<file path="config.mk">
export PLATFORM = sky130hd
export DESIGN_NAME = leveled_connection_slot_allocator_core
export DESIGN_NICKNAME = d
export VERILOG_FILES = /design/src/hdl/lcsa_pkg.sv /design/src/hdl/leveled_connection_slot_allocator_core.sv /design/src/hdl/lcsa_ram.sv
export SDC_FILE = /design/constraint.sdc
export NUM_CORES = 1
export LEC_CHECK = 0
export BUFFER_PORTS_ARGS = -buffer_cell sky130_fd_sc_hd__buf_2
export CORE_MARGIN = 2
export CORE_UTILIZATION = 25
export CTS_CLUSTER_DIAMETER = 60
export DETAILED_ROUTE_END_ITERATION = 10
export PLACE_DENSITY = 0.43
export REMOVE_ABC_BUFFERS = 1
export SYNTH_ARGS = -nofsm -noshare
export SYNTH_HDL_FRONTEND = slang
export SYNTH_SLANG_ARGS = --single-unit
</file>
<file path="constraint.sdc">
create_clock -name i_clk -period 6.8 [get_ports i_clk]
set_input_delay 0.34 -clock i_clk [delete_from_list [all_inputs] [get_ports i_clk]]
set_output_delay 0.34 -clock i_clk [all_outputs]
set_load 0.05 [all_outputs]
</file>
<file path="src/hdl/lcsa_pkg.sv">
// Shared types and constants of the leveled connection slot allocator.
package lcsa_pkg;

    localparam int SLOTS    = 16;
    localparam int LEVELS   = 8;
    localparam int SERVERS  = 16;
    localparam int GROUPS   = 16;

    localparam int SLOT_W   = $clog2(SLOTS);
    localparam int LEVEL_W  = $clog2(LEVELS);
    localparam int SERVER_W = $clog2(SERVERS);
    localparam int GROUP_W  = $clog2(GROUPS);

    localparam int COUNT_W  = 5;
    localparam logic [COUNT_W-1:0] COUNT_MAX = 5'd31;

    localparam int TIME_W   = 32;
    localparam int HOLD_W   = 16;
    localparam logic [HOLD_W-1:0] HOLD_RESET = 16'd5;

    typedef enum logic [1:0] {
        CMD_LOAD    = 2'd0,
        CMD_ACQUIRE = 2'd1,
        CMD_RELEASE = 2'd2,
        CMD_SWEEP   = 2'd3
    } t_cmd;

    typedef struct packed {
        t_cmd        cmd;
        logic [3:0]  slot_index;
        logic [3:0]  server_id;
        logic [2:0]  level;
        logic [3:0]  server_group;
        logic        want_any;
        logic [15:0] ignore_servers;
        logic [15:0] ignore_groups;
        logic        used;
        logic [31:0] now_time;
        logic [15:0] connected_mask;
    } t_req;

    typedef struct packed {
        logic       ok;
        logic [3:0] slot_out;
        logic       last;
    } t_res;

    typedef struct packed {
        logic [SERVER_W-1:0] server;
        logic [LEVEL_W-1:0]  level;
        logic [GROUP_W-1:0]  group;
    } t_attr;

    localparam int ATTR_W = $bits(t_attr);

    typedef enum logic [1:0] {
        S_IDLE,
        S_SCAN,
        S_REL,
        S_FINISH
    } t_state;

endpackage

</file>
<file path="src/hdl/leveled_connection_slot_allocator_core.sv">
// Top level of the leveled connection slot allocator: slot table, level counts and control.
//
// A request enters on the input channel (i_in_valid / o_in_stall) and yields one
// result on the output channel (o_out_valid / i_out_stall), except a sweep, which
// yields one result per slot to close, or one without ok if none is found, the
// final one marked last. The hold time is written through the configuration
// channel (i_cfg_valid / o_cfg_ready), which is always ready and must only be
// used while no request is in flight. Slot attributes and free times live in two
// small RAMs with registered reads; valid and busy bits and the per-level free
// counts are flip-flops. An acquire or sweep scan reads one slot table entry per
// cycle, except while a sweep pauses as below. A new request is taken once the
// final result sits in the output register. When the receiver stalls, the result
// is held unchanged and a sweep pauses its scan until the previous slot to close
// has been taken. Synchronous reset clears all slots to not loaded, all counts to
// zero and the hold time to 5 seconds.
module leveled_connection_slot_allocator_core (
    input  logic           i_clk,
    input  logic           i_rst_n,
    input  logic           i_in_valid,
    output logic           o_in_stall,
    input  lcsa_pkg::t_req i_in_req,
    output logic           o_out_valid,
    input  logic           i_out_stall,
    output lcsa_pkg::t_res o_out_res,
    input  logic           i_cfg_valid,
    output logic           o_cfg_ready,
    input  logic [15:0]    i_cfg_data
);
    import lcsa_pkg::*;

    t_state r_state, n_state;
    t_req   r_req;
    logic [HOLD_W-1:0]  r_hold;
    logic [SLOTS-1:0]   r_slot_valid;
    logic [SLOTS-1:0]   r_slot_busy;
    logic [COUNT_W-1:0] r_cnt [LEVELS];
    logic [SLOT_W:0]    r_ptr;
    logic               r_ev;
    logic [SLOT_W-1:0]  r_ev_idx;
    logic               r_res_ok;
    logic [SLOT_W-1:0]  r_res_slot;
    logic               r_out_valid;
    t_res               r_out;

    logic              in_acc, out_free, out_load;
    t_res              out_data;
    logic              attr_we, time_we;
    logic [SLOT_W-1:0] wr_addr;
    t_attr             attr_wdata, attr_q;
    logic [TIME_W-1:0] time_wdata, time_q, diff;
    logic              rd_en;
    logic [SLOT_W-1:0] rd_addr;
    logic              issue, hit, block, ev_load;
    logic              acq_match, sweep_match;
    logic              load_ok, rel_ok, acq_possible;
    logic              cnt_inc, cnt_dec;
    logic [LEVEL_W-1:0] cnt_lvl;
    logic              set_valid, clr_busy, set_busy;
    logic [SLOT_W-1:0] busy_idx;
    logic              res_load, res_ok_n;
    logic [SLOT_W-1:0] res_slot_n;

    lcsa_ram #(.WIDTH(ATTR_W), .DEPTH(SLOTS)) u_attr_ram (
        .i_clk   (i_clk),
        .i_we    (attr_we),
        .i_waddr (wr_addr),
        .i_wdata (attr_wdata),
        .i_re    (rd_en),
        .i_raddr (rd_addr),
        .o_rdata (attr_q)
    );

    lcsa_ram #(.WIDTH(TIME_W), .DEPTH(SLOTS)) u_time_ram (
        .i_clk   (i_clk),
        .i_we    (time_we),
        .i_waddr (wr_addr),
        .i_wdata (time_wdata),
        .i_re    (rd_en),
        .i_raddr (rd_addr),
        .o_rdata (time_q)
    );

    assign in_acc      = i_in_valid && (r_state == S_IDLE);
    assign o_in_stall  = (r_state != S_IDLE);
    assign out_free    = !r_out_valid || !i_out_stall;
    assign o_out_valid = r_out_valid;
    assign o_out_res   = r_out;
    assign o_cfg_ready = 1'b1;

    assign load_ok = (int'(i_in_req.slot_index) < SLOTS) && (int'(i_in_req.level) < LEVELS)
                  && (int'(i_in_req.server_id) < SERVERS)
                  && (int'(i_in_req.server_group) < GROUPS);
    assign rel_ok  = (int'(i_in_req.slot_index) < SLOTS)
                  && r_slot_valid[SLOT_W'(i_in_req.slot_index)]
                  && r_slot_busy[SLOT_W'(i_in_req.slot_index)];
    assign acq_possible = (int'(i_in_req.level) < LEVELS)
                       && (r_cnt[LEVEL_W'(i_in_req.level)] != '0);

    assign issue = (r_ptr < (SLOT_W+1)'(SLOTS));

    // Candidate check for the entry whose table data arrived this cycle.
    always_comb begin
        acq_match = r_ev && r_slot_valid[r_ev_idx] && !r_slot_busy[r_ev_idx]
                 && (attr_q.level == LEVEL_W'(r_req.level));
        if (r_req.want_any) begin
            acq_match = acq_match && !r_req.ignore_servers[attr_q.server]
                     && !((attr_q.group != '0) && r_req.ignore_groups[attr_q.group]);
        end else begin
            acq_match = acq_match && ((attr_q.server == SERVER_W'(r_req.server_id))
                     || ((r_req.server_group != '0)
                         && (GROUP_W'(r_req.server_group) == attr_q.group)));
        end
    end

    // The idle time counts only if it is positive as a signed 32-bit difference.
    assign diff = r_req.now_time - time_q;
    assign sweep_match = r_ev && r_slot_valid[r_ev_idx] && !r_slot_busy[r_ev_idx]
                      && r_req.connected_mask[r_ev_idx] && !diff[TIME_W-1]
                      && (diff > TIME_W'(r_hold));

    assign hit = (r_req.cmd == CMD_ACQUIRE) ? acq_match : sweep_match;

    always_comb begin
        n_state = r_state;
        unique case (r_state)
            S_IDLE: begin
                if (i_in_valid) begin
                    unique case (i_in_req.cmd)
                        CMD_LOAD:    n_state = S_FINISH;
                        CMD_ACQUIRE: n_state = acq_possible ? S_SCAN : S_FINISH;
                        CMD_RELEASE: n_state = rel_ok ? S_REL : S_FINISH;
                        CMD_SWEEP:   n_state = S_SCAN;
                        default:     n_state = S_FINISH;
                    endcase
                end
            end
            S_SCAN: begin
                if ((r_req.cmd == CMD_ACQUIRE) && hit) begin
                    n_state = S_FINISH;
                end else if (!r_ev && !issue) begin
                    n_state = S_FINISH;
                end
            end
            S_REL:    n_state = S_FINISH;
            S_FINISH: n_state = out_free ? S_IDLE : S_FINISH;
            default:  n_state = S_IDLE;
        endcase
    end

    always_comb begin
        out_load   = 1'b0;
        out_data   = '0;
        attr_we    = 1'b0;
        time_we    = 1'b0;
        wr_addr    = SLOT_W'(i_in_req.slot_index);
        attr_wdata = '{server: SERVER_W'(i_in_req.server_id),
                       level:  LEVEL_W'(i_in_req.level),
                       group:  GROUP_W'(i_in_req.server_group)};
        time_wdata = '0;
        rd_en      = 1'b0;
        rd_addr    = r_ptr[SLOT_W-1:0];
        block      = 1'b0;
        ev_load    = 1'b0;
        cnt_inc    = 1'b0;
        cnt_dec    = 1'b0;
        cnt_lvl    = LEVEL_W'(i_in_req.level);
        set_valid  = 1'b0;
        clr_busy   = 1'b0;
        set_busy   = 1'b0;
        busy_idx   = SLOT_W'(i_in_req.slot_index);
        res_load   = 1'b0;
        res_ok_n   = 1'b0;
        res_slot_n = '0;
        unique case (r_state)
            S_IDLE: begin
                if (i_in_valid) begin
                    res_load = 1'b1;
                    unique case (i_in_req.cmd)
                        CMD_LOAD: begin
                            if (load_ok) begin
                                attr_we    = 1'b1;
                                time_we    = 1'b1;
                                set_valid  = 1'b1;
                                clr_busy   = 1'b1;
                                cnt_inc    = 1'b1;
                                res_ok_n   = 1'b1;
                                res_slot_n = SLOT_W'(i_in_req.slot_index);
                            end
                        end
                        CMD_RELEASE: begin
                            if (rel_ok) begin
                                clr_busy   = 1'b1;
                                time_we    = i_in_req.used;
                                time_wdata = i_in_req.now_time;
                                rd_en      = 1'b1;
                                rd_addr    = SLOT_W'(i_in_req.slot_index);
                                res_ok_n   = 1'b1;
                                res_slot_n = SLOT_W'(i_in_req.slot_index);
                            end
                        end
                        default: ;
                    endcase
                end
            end
            S_SCAN: begin
                if (r_req.cmd == CMD_ACQUIRE) begin
                    if (hit) begin
                        set_busy   = 1'b1;
                        busy_idx   = r_ev_idx;
                        cnt_dec    = 1'b1;
                        cnt_lvl    = LEVEL_W'(r_req.level);
                        res_load   = 1'b1;
                        res_ok_n   = 1'b1;
                        res_slot_n = r_ev_idx;
                    end
                end else if (hit) begin
                    // The previous slot to close goes out only once a later one is
                    // found; the last one found is sent from the finish state.
                    if (r_res_ok) begin
                        if (out_free) begin
                            out_load = 1'b1;
                            out_data = '{ok: 1'b1, slot_out: 4'(r_res_slot), last: 1'b0};
                        end else begin
                            block = 1'b1;
                        end
                    end
                    if (!block) begin
                        res_load   = 1'b1;
                        res_ok_n   = 1'b1;
                        res_slot_n = r_ev_idx;
                    end
                end
                if (!block) begin
                    rd_en   = issue;
                    ev_load = 1'b1;
                end
            end
            S_REL: begin
                cnt_inc = 1'b1;
                cnt_lvl = attr_q.level;
            end
            S_FINISH: begin
                if (out_free) begin
                    out_load = 1'b1;
                    out_data = '{ok: r_res_ok,
                                 slot_out: r_res_ok ? 4'(r_res_slot) : 4'd0,
                                 last: 1'b1};
                end
            end
            default: ;
        endcase
    end

    always_ff @(posedge i_clk) begin
        if (!i_rst_n) begin
            r_state      <= S_IDLE;
            r_hold       <= HOLD_RESET;
            r_slot_valid <= '0;
            r_slot_busy  <= '0;
            for (int l = 0; l < LEVELS; l++) begin
                r_cnt[l] <= '0;
            end
            r_ptr       <= '0;
            r_ev        <= 1'b0;
            r_res_ok    <= 1'b0;
            r_out_valid <= 1'b0;
        end else begin
            r_state <= n_state;
            if (i_cfg_valid) begin
                r_hold <= i_cfg_data;
            end
            if (set_valid) begin
                r_slot_valid[wr_addr] <= 1'b1;
            end
            if (clr_busy) begin
                r_slot_busy[busy_idx] <= 1'b0;
            end
            if (set_busy) begin
                r_slot_busy[busy_idx] <= 1'b1;
            end
            if (cnt_inc && (r_cnt[cnt_lvl] != COUNT_MAX)) begin
                r_cnt[cnt_lvl] <= r_cnt[cnt_lvl] + 1'b1;
            end
            if (cnt_dec) begin
                r_cnt[cnt_lvl] <= r_cnt[cnt_lvl] - 1'b1;
            end
            if (in_acc) begin
                r_ptr <= '0;
                r_ev  <= 1'b0;
            end else if (ev_load) begin
                r_ev <= issue;
                if (issue) begin
                    r_ptr <= r_ptr + 1'b1;
                end
            end
            if (res_load) begin
                r_res_ok <= res_ok_n;
            end
            if (out_load) begin
                r_out_valid <= 1'b1;
            end else if (!i_out_stall) begin
                r_out_valid <= 1'b0;
            end
        end
    end

    always_ff @(posedge i_clk) begin
        if (in_acc) begin
            r_req <= i_in_req;
        end
        if (ev_load && issue) begin
            r_ev_idx <= r_ptr[SLOT_W-1:0];
        end
        if (res_load) begin
            r_res_slot <= res_slot_n;
        end
        if (out_load) begin
            r_out <= out_data;
        end
    end

    // A refused or failed request never names a slot.
    a_fail_slot_zero: assert property (@(posedge i_clk) disable iff (!i_rst_n)
        (o_out_valid && !o_out_res.ok) |-> (o_out_res.slot_out == '0))
        else $error("result without ok carries a nonzero slot");

    // Only sweep results to close a slot may precede the final one.
    a_nonlast_ok: assert property (@(posedge i_clk) disable iff (!i_rst_n)
        (o_out_valid && !o_out_res.last) |-> o_out_res.ok)
        else $error("non-final result without ok");

    a_busy_valid: assert property (@(posedge i_clk) disable iff (!i_rst_n)
        (r_slot_busy & ~r_slot_valid) == '0)
        else $error("busy slot that was never loaded");

    a_one_request: assert property (@(posedge i_clk) disable iff (!i_rst_n)
        in_acc |=> o_in_stall)
        else $error("second request taken while the first is in flight");

    a_ptr_range: assert property (@(posedge i_clk) disable iff (!i_rst_n)
        (r_state == S_SCAN) |-> (r_ptr <= (SLOT_W+1)'(SLOTS)))
        else $error("scan pointer beyond the slot table");

endmodule

</file>
<file path="src/hdl/lcsa_ram.sv">
// Generic single-port-write, single-port-read RAM with registered read data.
module lcsa_ram #(
    parameter int WIDTH = 8,
    parameter int DEPTH = 16
) (
    input  logic                     i_clk,
    input  logic                     i_we,
    input  logic [$clog2(DEPTH)-1:0] i_waddr,
    input  logic [WIDTH-1:0]         i_wdata,
    input  logic                     i_re,
    input  logic [$clog2(DEPTH)-1:0] i_raddr,
    output logic [WIDTH-1:0]         o_rdata
);

    logic [WIDTH-1:0] r_mem [DEPTH];
    logic [WIDTH-1:0] r_rdata;

    always_ff @(posedge i_clk) begin
        if (i_we) begin
            r_mem[i_waddr] <= i_wdata;
        end
        if (i_re) begin
            r_rdata <= r_mem[i_raddr];
        end
    end

    assign o_rdata = r_rdata;

endmodule
</file>
==> metrics.log, run 1 <==
INFO  metric synth_sequential_area_ratio = a little over two thirds
INFO  metric worstSetupPathType = flop to flop
INFO  metric synthTopCellsByCount = sky130_fd_sc_hd__edfxtp_1, sky130_fd_sc_hd__mux4_2, sky130_fd_sc_hd__nand2_1
INFO  metric areaGrowthSynthToFinish = 21.1%
INFO  metric placed_cell_area = around 43,000 um2
INFO  metric synth_edf_count = 878
INFO  metric final_cell_area = approximately 48,000 um2
INFO  metric place_inst = approximately 4,600
INFO  metric multiInputGateArea = 11,600 um2
INFO  metric holdCritPathClass = input pin to flop
INFO  metric cts.repair_timing.setup_buffer_count = 0
INFO  metric yosysMostFrequentCell = sky130_fd_sc_hd__edfxtp_1
INFO  metric power.sequential.fraction = about two fifths
INFO  metric power.density = roughly 340 nW/um2
INFO  metric power_frac_comb = around 22%
INFO  metric cts.repair.resized = 0
INFO  metric grt_remaining_overflow = 0
INFO  metric layout-drive-gt1-share = about 22%
INFO  metric max_freq = between 150 and 200 MHz
INFO  metric synth_top_flop_cell = sky130_fd_sc_hd__edfxtp_1
INFO  metric final_cycle_utilization_of_the_critical_path = just under 90%
INFO  metric remaining_drc_errors = 0
INFO  metric tritoncts = built
INFO  metric finClkSkew = 0.100 ns
INFO  metric area_contributors_post_synth = sky130_fd_sc_hd__edfxtp_1, sky130_fd_sc_hd__mux4_2, sky130_fd_sc_hd__dfxtp_1
INFO  metric gp_routability_congestion = between 0.8 and 0.9
INFO  metric placement.io_buffers = about 130
INFO  metric post_synth_inst_count = between 2,000 and 2,500
INFO  metric final_period_minus_worst_setup_slack = a little under 6 ns
INFO  metric postSynth.asyncResetShare = 0%
INFO  metric die_h = between 400 and 500 um
INFO  metric run_status = finished, final reports clean
INFO  metric arrival = 6.22 ns
INFO  metric p_switching = roughly 0.0048 W
INFO  metric effective_utilization_at_floorplan = between 20% and 30%
INFO  metric timing.critical_path.fanout_max = 43
INFO  metric initialDrtViolationCount = about 2,000
INFO  metric die_area = 162,000 um2
INFO  metric numCtsBuffers = approximately 110
INFO  metric grt_pass1_vias = about 24,000
INFO  metric routedWlPerCell = about 22 um
INFO  metric timing_worst_slew_pin_value = 1.11 ns
INFO  metric synth_top_area_share = roughly 66%
INFO  metric critical_path.startpoint_type = flop
INFO  metric timing.slew.headroom = 25.4%
INFO  metric clock_power_share = a little over a third
INFO  metric route.detailed.vias_per_inst = 4.69
INFO  metric yosysWarnings = 0
INFO  metric number_of_rows_in_the_core_area = about 150
INFO  metric rsz0062_at_grt = false
INFO  metric fin_total_pwr = between 0.015 and 0.02 W
INFO  metric clkTransAtPathRegs = 0.06 ns
INFO  metric cellInternalPower = between 0.01 and 0.015 W
INFO  metric cellLeakagePower = 16.7 nW
INFO  metric finalNetCount = around 2,900
INFO  metric die-width = between 400 and 500 um
INFO  metric dp_hpwl = 66,400 um
INFO  metric register_area = between 20,000 and 30,000 um2
INFO  metric vias = between 20,000 and 25,000
INFO  metric hold_buffers = approximately 110
INFO  metric finalMaxSlewViolations = 0
INFO  metric grt_use_total = around an eighth
INFO  metric cts-htree-levels = 3
INFO  metric fillers = about 15,000
INFO  metric post-synth-top-area-cell = sky130_fd_sc_hd__edfxtp_1
INFO  metric final_util = 30.4%
INFO  metric maxCapViolCount = 0
INFO  metric switching_share = ~29%
INFO  metric antenna_found_initial = 4
INFO  metric ir_worst_vdd = around 190 uV
INFO  metric first_pass_iters = 5
INFO  metric report.final.hold_viol_count = 0
INFO  metric synth.distinct_cells = 84
INFO  metric drt.antenna.violating_nets = 0
INFO  metric clock_tree.root_cell = sky130_fd_sc_hd__clkbuf_16
INFO  metric design.portCount = between 100 and 150
INFO  metric grt_max_degree = 87
INFO  metric post_synth.cell_area_avg = roughly 16 um2
INFO  metric setup-violations-final = 0
INFO  metric grt_first_pass_wirelength = roughly 160,000 um
INFO  metric cp-end-kind = flop
INFO  metric route.final.wire_length = ~110,000 um
INFO  metric timing.critical_path.required = around 7.1 ns
INFO  metric worstSkewPairLatency = between 0.7 and 0.8 ns
INFO  metric cts.path.max_buffers = 3
INFO  metric summed_instance_area_of_the_synthesized_netlist = between 30,000 and 40,000 um2
INFO  metric finalNonFillerCells = 4,868
INFO  metric holdWs = roughly 0.13 ns
INFO  metric cts_num_sinks = 936
INFO  metric postSynthRegisterBits = 936
INFO  metric design.core.area = 158,000 um2
-- per-layer routing --
layer	up-vias	track usage, %	share of wire [%]
li1	10203	-	-
met1	11870	18.1	45
met2	588	22.0	48
met3	152	2.01	4.5
met4	2	3.58	2.1
met5	-	0	0.012
-- flip-flops by register name (all words and copies together) (netlist names), 11 cells and up --
| signal | count |
|---|---|
| r_slot_valid | 16 |
| r_hold | 16 |
| r_slot_busy | 16 |
| u_attr_ram.o_rdata | 11 |
| u_attr_ram.r_mem | 176 |
| r_req | 93 |
| u_time_ram.o_rdata | 32 |
| u_time_ram.r_mem | 512 |
| r_cnt | 40 |
-- path summary, 6_finish.rpt --
| kind | to | cells past startpoint | slack (ns) | start |
|---|---|---|---|---|
| setup reg to reg | u_time_ram.o_rdata[28] | 20 | 0.92 | r_req[26] |
| hold reg to reg | r_ptr[4] | 2 | 0.49 | r_ptr[4] |
| hold / removal | r_hold[2] | 3 | 0.13 | i_cfg_valid |
| setup / recovery | u_time_ram.o_rdata[28] | 20 | 0.92 | r_req[26] |
-- area by class of cell --
cell class | count | area share, %
flip-flops and latches | 936 | 57.3
clock buffers | 125 | 5.82
multi-input cells | 1283 | 24.1
inverters | 77 | 0.612
diodes | 1 | 0.00521
repair buffers | 293 | 4.94
well taps | 2072 | 5.40
clock inverters | 81 | 1.86
-- per-stage QoR --
step / setup WS [ns] / TNS, ns
2_1_floorplan: -13.96 / -600.10
3_3_place_gp: 1.04 / 0
3_5_place_dp: 0.995 / 0
4_1_cts: 0.861 / 0
5_1_grt: 0.554 / 0
6_report: 0.916 / 0
-- power by group through the flow --
stage / logic (W) / clock network (W) / registers [W]
final: 0.00356 / 0.00591 / 0.00683
after CTS: 0.00359 / 0.00607 / 0.00684
after detailed placement: 0.00353 / 0 / 0.00696
after global routing: 0.00390 / 0.00629 / 0.00686
after floorplan: 0.00274 / 0 / 0.00690
after global placement: 0.00352 / 0 / 0.00695
-- cell families after synthesis --
kind of cell               after synthesis  synth area share (%)
and+or+nand+nor                        553                  7.02
AOI/OAI and AO/OA                      394                  6.94
DFF                                    936                  69.4
buffers and inverters                  198                  1.96
adders and majority gates               57                  1.84
other                                    1               0.00945
xor gates and xnor gates                37                 0.817
muxes                                  241                  12.0
-- cell usage in the layout (no fill, tap or decap), types with 9 or more instances in the layout --
| cell | synthesis | final |
|---|---|---|
| sky130_fd_sc_hd__inv_1 | 77 | 76 |
| sky130_fd_sc_hd__buf_2 | 23 | 126 |
| sky130_fd_sc_hd__o21bai_1 | 10 | 10 |
| sky130_fd_sc_hd__nor4_1 | 9 | 9 |
| sky130_fd_sc_hd__a31oi_1 | 60 | 60 |
| sky130_fd_sc_hd__bufinv_16 | 0 | 12 |
| sky130_fd_sc_hd__and3_1 | 44 | 44 |
| sky130_fd_sc_hd__a21o_1 | 23 | 23 |
| sky130_fd_sc_hd__nor2b_1 | 34 | 34 |
| sky130_fd_sc_hd__o211ai_1 | 16 | 16 |
| sky130_fd_sc_hd__clkbuf_16 | 0 | 109 |
| sky130_fd_sc_hd__dlygate4sd3_1 | 0 | 106 |
| sky130_fd_sc_hd__nor2_1 | 109 | 88 |
| sky130_fd_sc_hd__edfxtp_1 | 878 | 878 |
| sky130_fd_sc_hd__buf_12 | 0 | 18 |
| sky130_fd_sc_hd__nand2_1 | 154 | 154 |
| sky130_fd_sc_hd__and2_1 | 60 | 60 |
| sky130_fd_sc_hd__o21a_1 | 25 | 25 |
| sky130_fd_sc_hd__clkinv_2 | 0 | 25 |
| sky130_fd_sc_hd__dfxtp_1 | 58 | 58 |
| sky130_fd_sc_hd__a211oi_1 | 52 | 52 |
| sky130_fd_sc_hd__o21ai_0 | 60 | 60 |
| sky130_fd_sc_hd__ha_1 | 55 | 55 |
| sky130_fd_sc_hd__nand2b_1 | 19 | 19 |
| sky130_fd_sc_hd__buf_4 | 1 | 43 |
| sky130_fd_sc_hd__nor3_1 | 32 | 32 |
| sky130_fd_sc_hd__xnor2_1 | 24 | 24 |
| sky130_fd_sc_hd__nand3_1 | 31 | 31 |
| sky130_fd_sc_hd__clkinv_1 | 0 | 24 |
| sky130_fd_sc_hd__nand4_1 | 18 | 18 |
| sky130_fd_sc_hd__clkbuf_1 | 93 | 15 |
| sky130_fd_sc_hd__nor2_4 | 0 | 16 |
| sky130_fd_sc_hd__xor2_1 | 13 | 13 |
| sky130_fd_sc_hd__a21oi_1 | 56 | 56 |
| sky130_fd_sc_hd__mux2i_1 | 45 | 41 |
| sky130_fd_sc_hd__or2_2 | 9 | 9 |
| sky130_fd_sc_hd__mux4_2 | 188 | 188 |
-- critical path: stages (launching register included) --
cell and delay, ns:
sky130_fd_sc_hd__edfxtp_1 0.39, sky130_fd_sc_hd__ha_1 0.40, sky130_fd_sc_hd__and3_1 0.20, sky130_fd_sc_hd__nand3_1 0.10
sky130_fd_sc_hd__a211oi_1 0.48, sky130_fd_sc_hd__o21ai_1 0.28, sky130_fd_sc_hd__o21bai_1 0.22, sky130_fd_sc_hd__xor2_1 0.20
sky130_fd_sc_hd__ha_1 0.26, sky130_fd_sc_hd__and4_1 0.22, sky130_fd_sc_hd__nand4_1 0.14, sky130_fd_sc_hd__a211o_1 0.13
sky130_fd_sc_hd__nand3_1 0.08, sky130_fd_sc_hd__o21bai_1 0.30, sky130_fd_sc_hd__nand3_1 0.11, sky130_fd_sc_hd__or4_1 0.44
sky130_fd_sc_hd__nor4_1 0.26, sky130_fd_sc_hd__nand4_1 0.39, sky130_fd_sc_hd__nand2_1 0.35, sky130_fd_sc_hd__or2_2 0.19
sky130_fd_sc_hd__buf_12 0.28
No activity file was read; power rests on OpenSTA's default activity.
==> run 2, diff against run 1 <==
--- a/config.mk
+++ b/config.mk
@@ -6,11 +6,13 @@
 export NUM_CORES = 1
 export LEC_CHECK = 0
 export BUFFER_PORTS_ARGS = -buffer_cell sky130_fd_sc_hd__buf_2
+export CELL_PAD_IN_SITES_DETAIL_PLACEMENT = 0
+export CELL_PAD_IN_SITES_GLOBAL_PLACEMENT = 1
 export CORE_MARGIN = 2
 export CORE_UTILIZATION = 25
 export CTS_CLUSTER_DIAMETER = 60
 export DETAILED_ROUTE_END_ITERATION = 10
-export PLACE_DENSITY = 0.43
+export PLACE_DENSITY = 0.47
 export REMOVE_ABC_BUFFERS = 1
 export SYNTH_ARGS = -nofsm -noshare
 export SYNTH_HDL_FRONTEND = slang
==> metrics.log, run 2 (synthesized netlist as in run 1, its figures left out) <==
INFO  metric grt_remaining_overflow = 0 (unchanged)
INFO  metric cts_num_sinks = 936 (unchanged)
INFO  metric arrival = 6.22 ns (about the same)
INFO  metric worstSkewPairLatency = 0.74 ns (-0.02 ns)
INFO  metric layout_commonest_cell = sky130_fd_sc_hd__edfxtp_1
INFO  metric largest_reg_flops = 512 (unchanged)
INFO  metric final_period_minus_worst_setup_slack = 5.78 ns (-0.101 ns)
INFO  metric vias = 23,033 (+0.96%)
INFO  metric report.final.hold_viol_count = 0 (unchanged)
INFO  metric first_pass_iters = 5 (unchanged)
INFO  metric final_cycle_utilization_of_the_critical_path = 85.0% (-1.5 points)
INFO  metric biggestRegsByFlops = u_time_ram.r_mem (512), u_attr_ram.r_mem (176), r_req (93)
INFO  metric cpMaxStageDelayCell = sky130_fd_sc_hd__edfxtp_1
INFO  metric finalMaxSlewViolations = 0 (unchanged)
INFO  metric hold_buffers = 106 (unchanged)
INFO  metric antenna_found_initial = 4 (unchanged)
INFO  metric cts-htree-levels = 3 (unchanged)
INFO  metric areaGrowthSynthToFinish = 20.3%
INFO  metric drt.antenna.violating_nets = 0 (unchanged)
INFO  metric clock_tree.root_cell = sky130_fd_sc_hd__clkbuf_16
INFO  metric die_h = 402 um (unchanged)
INFO  metric cts.repair_timing.setup_buffer_count = 0 (unchanged)
INFO  metric timing.critical_path.fanout_max = 17 (-60%)
INFO  metric numCtsBuffers = 109 (unchanged)
INFO  metric finClkSkew = 0.0981 ns (-0.00206 ns)
INFO  metric holdCritPathClass = input pin to flop
INFO  metric fillers = 15,513 (+0.14%)
INFO  metric grt_use_total = 13.8% (+0.46 points)
INFO  metric clkTransAtPathRegs = 0.06 ns (about the same)
INFO  metric initialDrtViolationCount = 1,844 (-6.9%)
INFO  metric route.detailed.vias_per_inst = 4.75 (+1.2%)
INFO  metric maxCapViolCount = 0 (unchanged)
INFO  metric fin_total_pwr = 0.0160 W (-1.6%)
INFO  metric cp-end-kind = flop
INFO  metric path_cells = nand2_1 -> o221ai_1 -> o211ai_1 -> a211o_1 -> nor3_4 -> mux2i_1 -> o22ai_1 -> nor3_1 -> or2_2 -> ha_1 -> a21oi_1 -> nor2b_1 -> nor2_1 -> xor2_1 -> xnor2_1 -> buf_4 -> a31oi_1
INFO  metric cellLeakagePower = 16.5 nW (-1.1%)
INFO  metric finalNetCount = 2,870 (-0.24%)
INFO  metric fin_setup_tns = 0 ns (unchanged)
INFO  metric timing_worst_slew_pin_value = 1.17 ns (+0.0538 ns)
INFO  metric number_of_rows_in_the_core_area = 146 (unchanged)
INFO  metric grt_pass1_vias = 23,939 (-0.47%)
INFO  metric placed_cell_area = 43,200 um2 (-0.20%)
INFO  metric dp_hpwl = 68,100 um (+2.6%)
INFO  metric run_status = finished, final reports clean
INFO  metric register_bank_with_the_most_flops = u_time_ram.r_mem
INFO  metric design.core.area = 158,000 um2 (unchanged)
INFO  metric cts.repair.resized = 0 (unchanged)
INFO  metric rsz0062_at_grt = false
INFO  metric power.density = 336 nW/um2 (-0.91%)
INFO  metric layout-drive-gt1-share = 20.9% (-0.65 points)
INFO  metric routedWlPerCell = 23.2 um (+3.9%)
INFO  metric die_area = 162,000 um2 (unchanged)
INFO  metric timing.slew.headroom = 21.8% (-3.6 points)
INFO  metric ir_worst_vdd = 202 uV (+8.6%)
INFO  metric crit_path_max_incr_delay = 0.98 ns (+0.50 ns)
INFO  metric final_cell_mix = sky130_fd_sc_hd__edfxtp_1, sky130_fd_sc_hd__mux4_2, sky130_fd_sc_hd__nand2_1, sky130_fd_sc_hd__buf_2, sky130_fd_sc_hd__clkbuf_16
INFO  metric worstSetupPathType = flop to flop
INFO  metric grt_first_pass_wirelength = 165,000 um (+2.6%)
INFO  metric place_inst = 4,548 (-0.15%)
INFO  metric finalNonFillerCells = 4,854 (-0.29%)
INFO  metric grt_max_degree = 105 (+21%)
INFO  metric gp_routability_congestion = 0.815 (-3.4%)
INFO  metric final_cell_area = 47,700 um2 (-0.71%)
INFO  metric tritoncts = built
INFO  metric timing.critical_path.required = 7.23 ns (+0.09 ns)
INFO  metric effective_utilization_at_floorplan = 25.1% (unchanged)
INFO  metric setup-violations-final = 0 (unchanged)
INFO  metric route.final.wire_length = 113,000 um (+3.6%)
INFO  metric cts.path.max_buffers = 3 (unchanged)
INFO  metric placement.io_buffers = 126 (unchanged)
INFO  metric die-width = 402 um (unchanged)
INFO  metric critical_path.startpoint_type = flop
INFO  metric design.portCount = 129 (unchanged)
INFO  metric max_freq = 173 MHz (+1.7%)
INFO  metric number_of_antenna_diodes = 0 (-1)
INFO  metric remaining_drc_errors = 0 (unchanged)
-- run 2: through the flow --
stage | setup slack, ns | util [%] | hold slack, ns
after floorplan | -13.96 | - | 0.402
after global placement | 0.956 | 27.3 | 0.467
after detailed placement | 0.965 | 27.3 | 0.469
after CTS | 0.915 | 30.2 | 0.0804
after global routing | 0.530 | 30.2 | 0.114
final | 1.02 | 30.2 | 0.139
-- run 2: per-layer routing --
metal	vias up	track usage, %	share of wire, %
li1	10198	-	-
met1	12157	19.3	47
met2	542	22.2	47
met3	136	2.07	3.9
met4	0	3.63	2.0
met5	-	0	0
-- run 2: worst paths after layout --
kind,from,endpoint,slack (ns),cells after the start
max,r_ev_idx[0],r_cnt[4][4],1.02,17
min,i_in_req[88],u_attr_ram.r_mem[3][6],0.14,1
max reg2reg,r_ev_idx[0],r_cnt[4][4],1.02,17
min reg2reg,r_ptr[4],r_ptr[4],0.48,2
-- run 2: power by group --
group / switching (W) / internal [W] / leakage (nW) / total (W)
registers: 0.000193 / 0.00665 / 8.99 / 0.00684
logic: 0.00218 / 0.00144 / 5.86 / 0.00362
clock network: 0.00239 / 0.00319 / 1.67 / 0.00558
total: 0.00476 / 0.0113 / 16.5 / 0.0160
-- run 2: area by class of cell --
type / count / area [um2] / area share [%]
Inverter: 77 / 294 / 0.616
Multi-Input combinational cell: 1283 / 11600 / 24.3
Sequential cell: 936 / 27500 / 57.7
Timing Repair Buffer: 286 / 2280 / 4.79
Clock inverter: 61 / 569 / 1.19
Clock buffer: 139 / 2870 / 6.02
Tap cell: 2072 / 2590 / 5.43
-- run 2: critical path: cells and delay by family (launching register included) --
kind            cells  cell delay, ns
xor+xnor            2            0.35
buf+inv             1            0.23
fa+ha+maj           1            0.26
compound gates      6            1.44
mux                 1            0.66
simple gates        6            1.56
flops               1            0.98
==> run 3, diff against run 2 <==
--- a/config.mk
+++ b/config.mk
@@ -12,6 +12,7 @@
 export CORE_UTILIZATION = 25
 export CTS_CLUSTER_DIAMETER = 60
 export DETAILED_ROUTE_END_ITERATION = 10
+export HOLD_SLACK_MARGIN = 0.15
 export PLACE_DENSITY = 0.47
 export REMOVE_ABC_BUFFERS = 1
 export SYNTH_ARGS = -nofsm -noshare
==> metrics.log, run 3 (synthesized netlist as in run 1, its figures left out) <==
INFO  metric numCtsBuffers = 109 (unchanged)
INFO  metric design.core.area = 158,000 um2 (unchanged)
INFO  metric timing.critical_path.required = 7.20 ns (-0.03 ns)
INFO  metric tritoncts = built
INFO  metric biggestRegsByFlops = u_time_ram.r_mem (512), u_attr_ram.r_mem (176), r_req (93)
INFO  metric run_status = finished, final reports clean
INFO  metric vias = 23,066 (+0.14%)
INFO  metric finalNetCount = 2,877 (+0.24%)
INFO  metric max_freq = 172 MHz (-0.61%)
INFO  metric critPathTopFamily = simple AND/OR/NAND/NOR gates
INFO  metric placement.io_buffers = 126 (unchanged)
INFO  metric timing_worst_slew_pin_value = 1.18 ns (+0.0108 ns)
INFO  metric initialDrtViolationCount = 1,838 (-0.33%)
INFO  metric antenna_found_initial = 4 (unchanged)
INFO  metric critical_path.startpoint_type = flop
INFO  metric die-width = 402 um (unchanged)
INFO  metric areaGrowthSynthToFinish = 20.5%
INFO  metric grt_max_degree = 105 (unchanged)
INFO  metric grt_pass1_vias = 23,954 (+0.063%)
INFO  metric effective_utilization_at_floorplan = 25.1% (unchanged)
INFO  metric die_h = 402 um (unchanged)
INFO  metric routedWlPerCell = 23.2 um (-0.18%)
INFO  metric cts_num_sinks = 936 (unchanged)
INFO  metric clock_tree.root_cell = sky130_fd_sc_hd__clkbuf_16
INFO  metric cp-end-kind = flop
INFO  metric drt.antenna.violating_nets = 0 (unchanged)
INFO  metric cpMaxStageDelayCell = sky130_fd_sc_hd__o21ai_1
INFO  metric power.density = 336 nW/um2 (-0.10%)
INFO  metric timing.slew.headroom = 21.1% (-0.73 points)
INFO  metric holdCritPathClass = input pin to flop
INFO  metric placed_cell_area = 43,200 um2 (unchanged)
INFO  metric final_cell_mix = sky130_fd_sc_hd__edfxtp_1, sky130_fd_sc_hd__mux4_2, sky130_fd_sc_hd__nand2_1, sky130_fd_sc_hd__buf_2, sky130_fd_sc_hd__dlygate4sd3_1
INFO  metric path_cells = ha_1 -> and2_1 -> a221oi_1 -> a211oi_1 -> o21ai_1 -> nand2_1 -> xor2_1 -> ha_1 -> and4_1 -> nand4_1 -> a211o_1 -> nand3_1 -> o21bai_1 -> nand3_1 -> or4_1 -> nor4_1 -> nand4_1 -> nand2_1 -> or2_2 -> buf_12
INFO  metric worstPathBufferInverterCount = 1 (unchanged)
INFO  metric rsz0062_at_grt = false
INFO  metric final_util = 30.2% (+0.046 points)
INFO  metric fillers = 15,511 (-0.013%)
INFO  metric die_area = 162,000 um2 (unchanged)
INFO  metric first_pass_iters = 5 (unchanged)
INFO  metric gp_routability_congestion = 0.815 (unchanged)
INFO  metric grt_first_pass_wirelength = 165,000 um (about the same)
INFO  metric clkTransAtPathRegs = 0.06 ns (about the same)
INFO  metric grt_remaining_overflow = 0 (unchanged)
INFO  metric layout_commonest_cell = sky130_fd_sc_hd__edfxtp_1
INFO  metric ir_worst_vdd = 203 uV (+0.30%)
INFO  metric largest_reg_flops = 512 (unchanged)
INFO  metric finClkSkew = 0.0978 ns (-0.000297 ns)
INFO  metric worstSkewPairLatency = 0.74 ns (about the same)
INFO  metric remaining_drc_errors = 0 (unchanged)
INFO  metric cts.repair.resized = 0 (unchanged)
INFO  metric layout-drive-gt1-share = 20.9% (-0.053 points)
INFO  metric final.setup.worst_slack = 0.981 ns (-0.0356 ns)
INFO  metric report.final.hold_viol_count = 0 (unchanged)
INFO  metric dp_hpwl = 68,100 um (unchanged)
INFO  metric design.portCount = 129 (unchanged)
INFO  metric register_bank_with_the_most_flops = u_time_ram.r_mem
INFO  metric setup-violations-final = 0 (unchanged)
INFO  metric place_inst = 4,548 (unchanged)
INFO  metric holdWs = 0.184 ns (+0.0444 ns)
INFO  metric cts.path.max_buffers = 3 (unchanged)
INFO  metric arrival = 6.21 ns (about the same)
INFO  metric final_cycle_utilization_of_the_critical_path = 85.6% (+0.52 points)
INFO  metric number_of_rows_in_the_core_area = 146 (unchanged)
INFO  metric maxCapViolCount = 0 (unchanged)
INFO  metric final_period_minus_worst_setup_slack = 5.82 ns (+0.0356 ns)
INFO  metric finalNonFillerCells = 4,862 (+0.16%)
INFO  metric grt_use_total = 13.8% (about the same)
INFO  metric cts-htree-levels = 3 (unchanged)
INFO  metric final_cell_area = 47,800 um2 (+0.15%)
INFO  metric timing.critical_path.fanout_max = 43 (+26)
INFO  metric cellLeakagePower = 16.5 nW (+0.17%)
INFO  metric cts.repair_timing.setup_buffer_count = 0 (unchanged)
INFO  metric finalMaxSlewViolations = 0 (unchanged)
INFO  metric worstSetupPathType = flop to flop
INFO  metric route.detailed.vias_per_inst = 4.74 (about the same)
INFO  metric crit_path_max_incr_delay = 0.46 ns (-0.52 ns)
INFO  metric route.final.wire_length = 113,000 um (about the same)
INFO  metric place_ws = 0.965 ns (unchanged)
## run 3: changes by cell type in the layout (fill, tap and decap cells not counted)
cell	change
sky130_fd_sc_hd__diode_2	+1
sky130_fd_sc_hd__dlygate4sd3_1	+7
## run 3: worst paths after layout
check / startpoint / to / slack (ns) / depth (start not counted)
max: r_req[19] / u_time_ram.o_rdata[10] / 0.98 / 20
min: i_cfg_valid / r_hold[0] / 0.18 / 3
max reg2reg: r_req[19] / u_time_ram.o_rdata[10] / 0.98 / 20
min reg2reg: r_ptr[4] / r_ptr[4] / 0.48 / 2
## run 3: repair_timing
| action | CTS | global route |
|---|---|---|
| setup endpoints to repair | 0 | 0 |
| hold endpoints to repair | 279 | 0 |
| hold buffers | 113 | 0 |
## run 3: worst reg2reg max path, stage by stage (launching register included)
cell	delay (ns)
sky130_fd_sc_hd__edfxtp_1	0.37
sky130_fd_sc_hd__ha_1	0.36
sky130_fd_sc_hd__and2_1	0.19
sky130_fd_sc_hd__a221oi_1	0.36
sky130_fd_sc_hd__a211oi_1	0.21
sky130_fd_sc_hd__o21ai_1	0.46
sky130_fd_sc_hd__nand2_1	0.21
sky130_fd_sc_hd__xor2_1	0.20
sky130_fd_sc_hd__ha_1	0.30
sky130_fd_sc_hd__and4_1	0.20
sky130_fd_sc_hd__nand4_1	0.14
sky130_fd_sc_hd__a211o_1	0.13
sky130_fd_sc_hd__nand3_1	0.07
sky130_fd_sc_hd__o21bai_1	0.26
sky130_fd_sc_hd__nand3_1	0.09
sky130_fd_sc_hd__or4_1	0.43
sky130_fd_sc_hd__nor4_1	0.26
sky130_fd_sc_hd__nand4_1	0.35
sky130_fd_sc_hd__nand2_1	0.34
sky130_fd_sc_hd__or2_2	0.19
sky130_fd_sc_hd__buf_12	0.29
## run 3: layout make-up
type                       instances  area (um2)  share of cell area [%]
antenna                            1        2.50                 0.00524
clock buffer                     139        2870                    6.01
clock inverter                    61         569                    1.19
inverter                          77         294                   0.615
multi-input combinational       1283       11600                    24.2
sequential                       936       27500                    57.6
tap                             2072        2590                    5.43
timing repair buffer             293        2350                    4.93
## run 3: power breakdown
part / switching, W / total [W] / leakage [nW] / internal [W]
registers: 0.000192 / 0.00684 / 8.99 / 0.00665
clock network: 0.00239 / 0.00558 / 1.67 / 0.00319
logic: 0.00219 / 0.00363 / 5.89 / 0.00144
total: 0.00477 / 0.0160 / 16.5 / 0.0113
## run 3: per-stage QoR
step                TNS [ns]  total power, W
floorplan            -600.10         0.00964
global placement           0          0.0105
detailed placement         0          0.0105
CTS                        0          0.0163
global route               0          0.0168
finish                     0          0.0160
## run 3: per-layer routing
layer | vias to the layer above | part of all wire, % | GRT usage [%] | wire length, um
met5 | - | 0 | 0 | 0
met3 | 141 | 3.8 | 2.05 | 4330
met1 | 12191 | 47 | 19.3 | 53000
li1 | 10207 | - | - | -
met2 | 527 | 47 | 22.2 | 53100
met4 | 0 | 2.0 | 3.63 | 2250
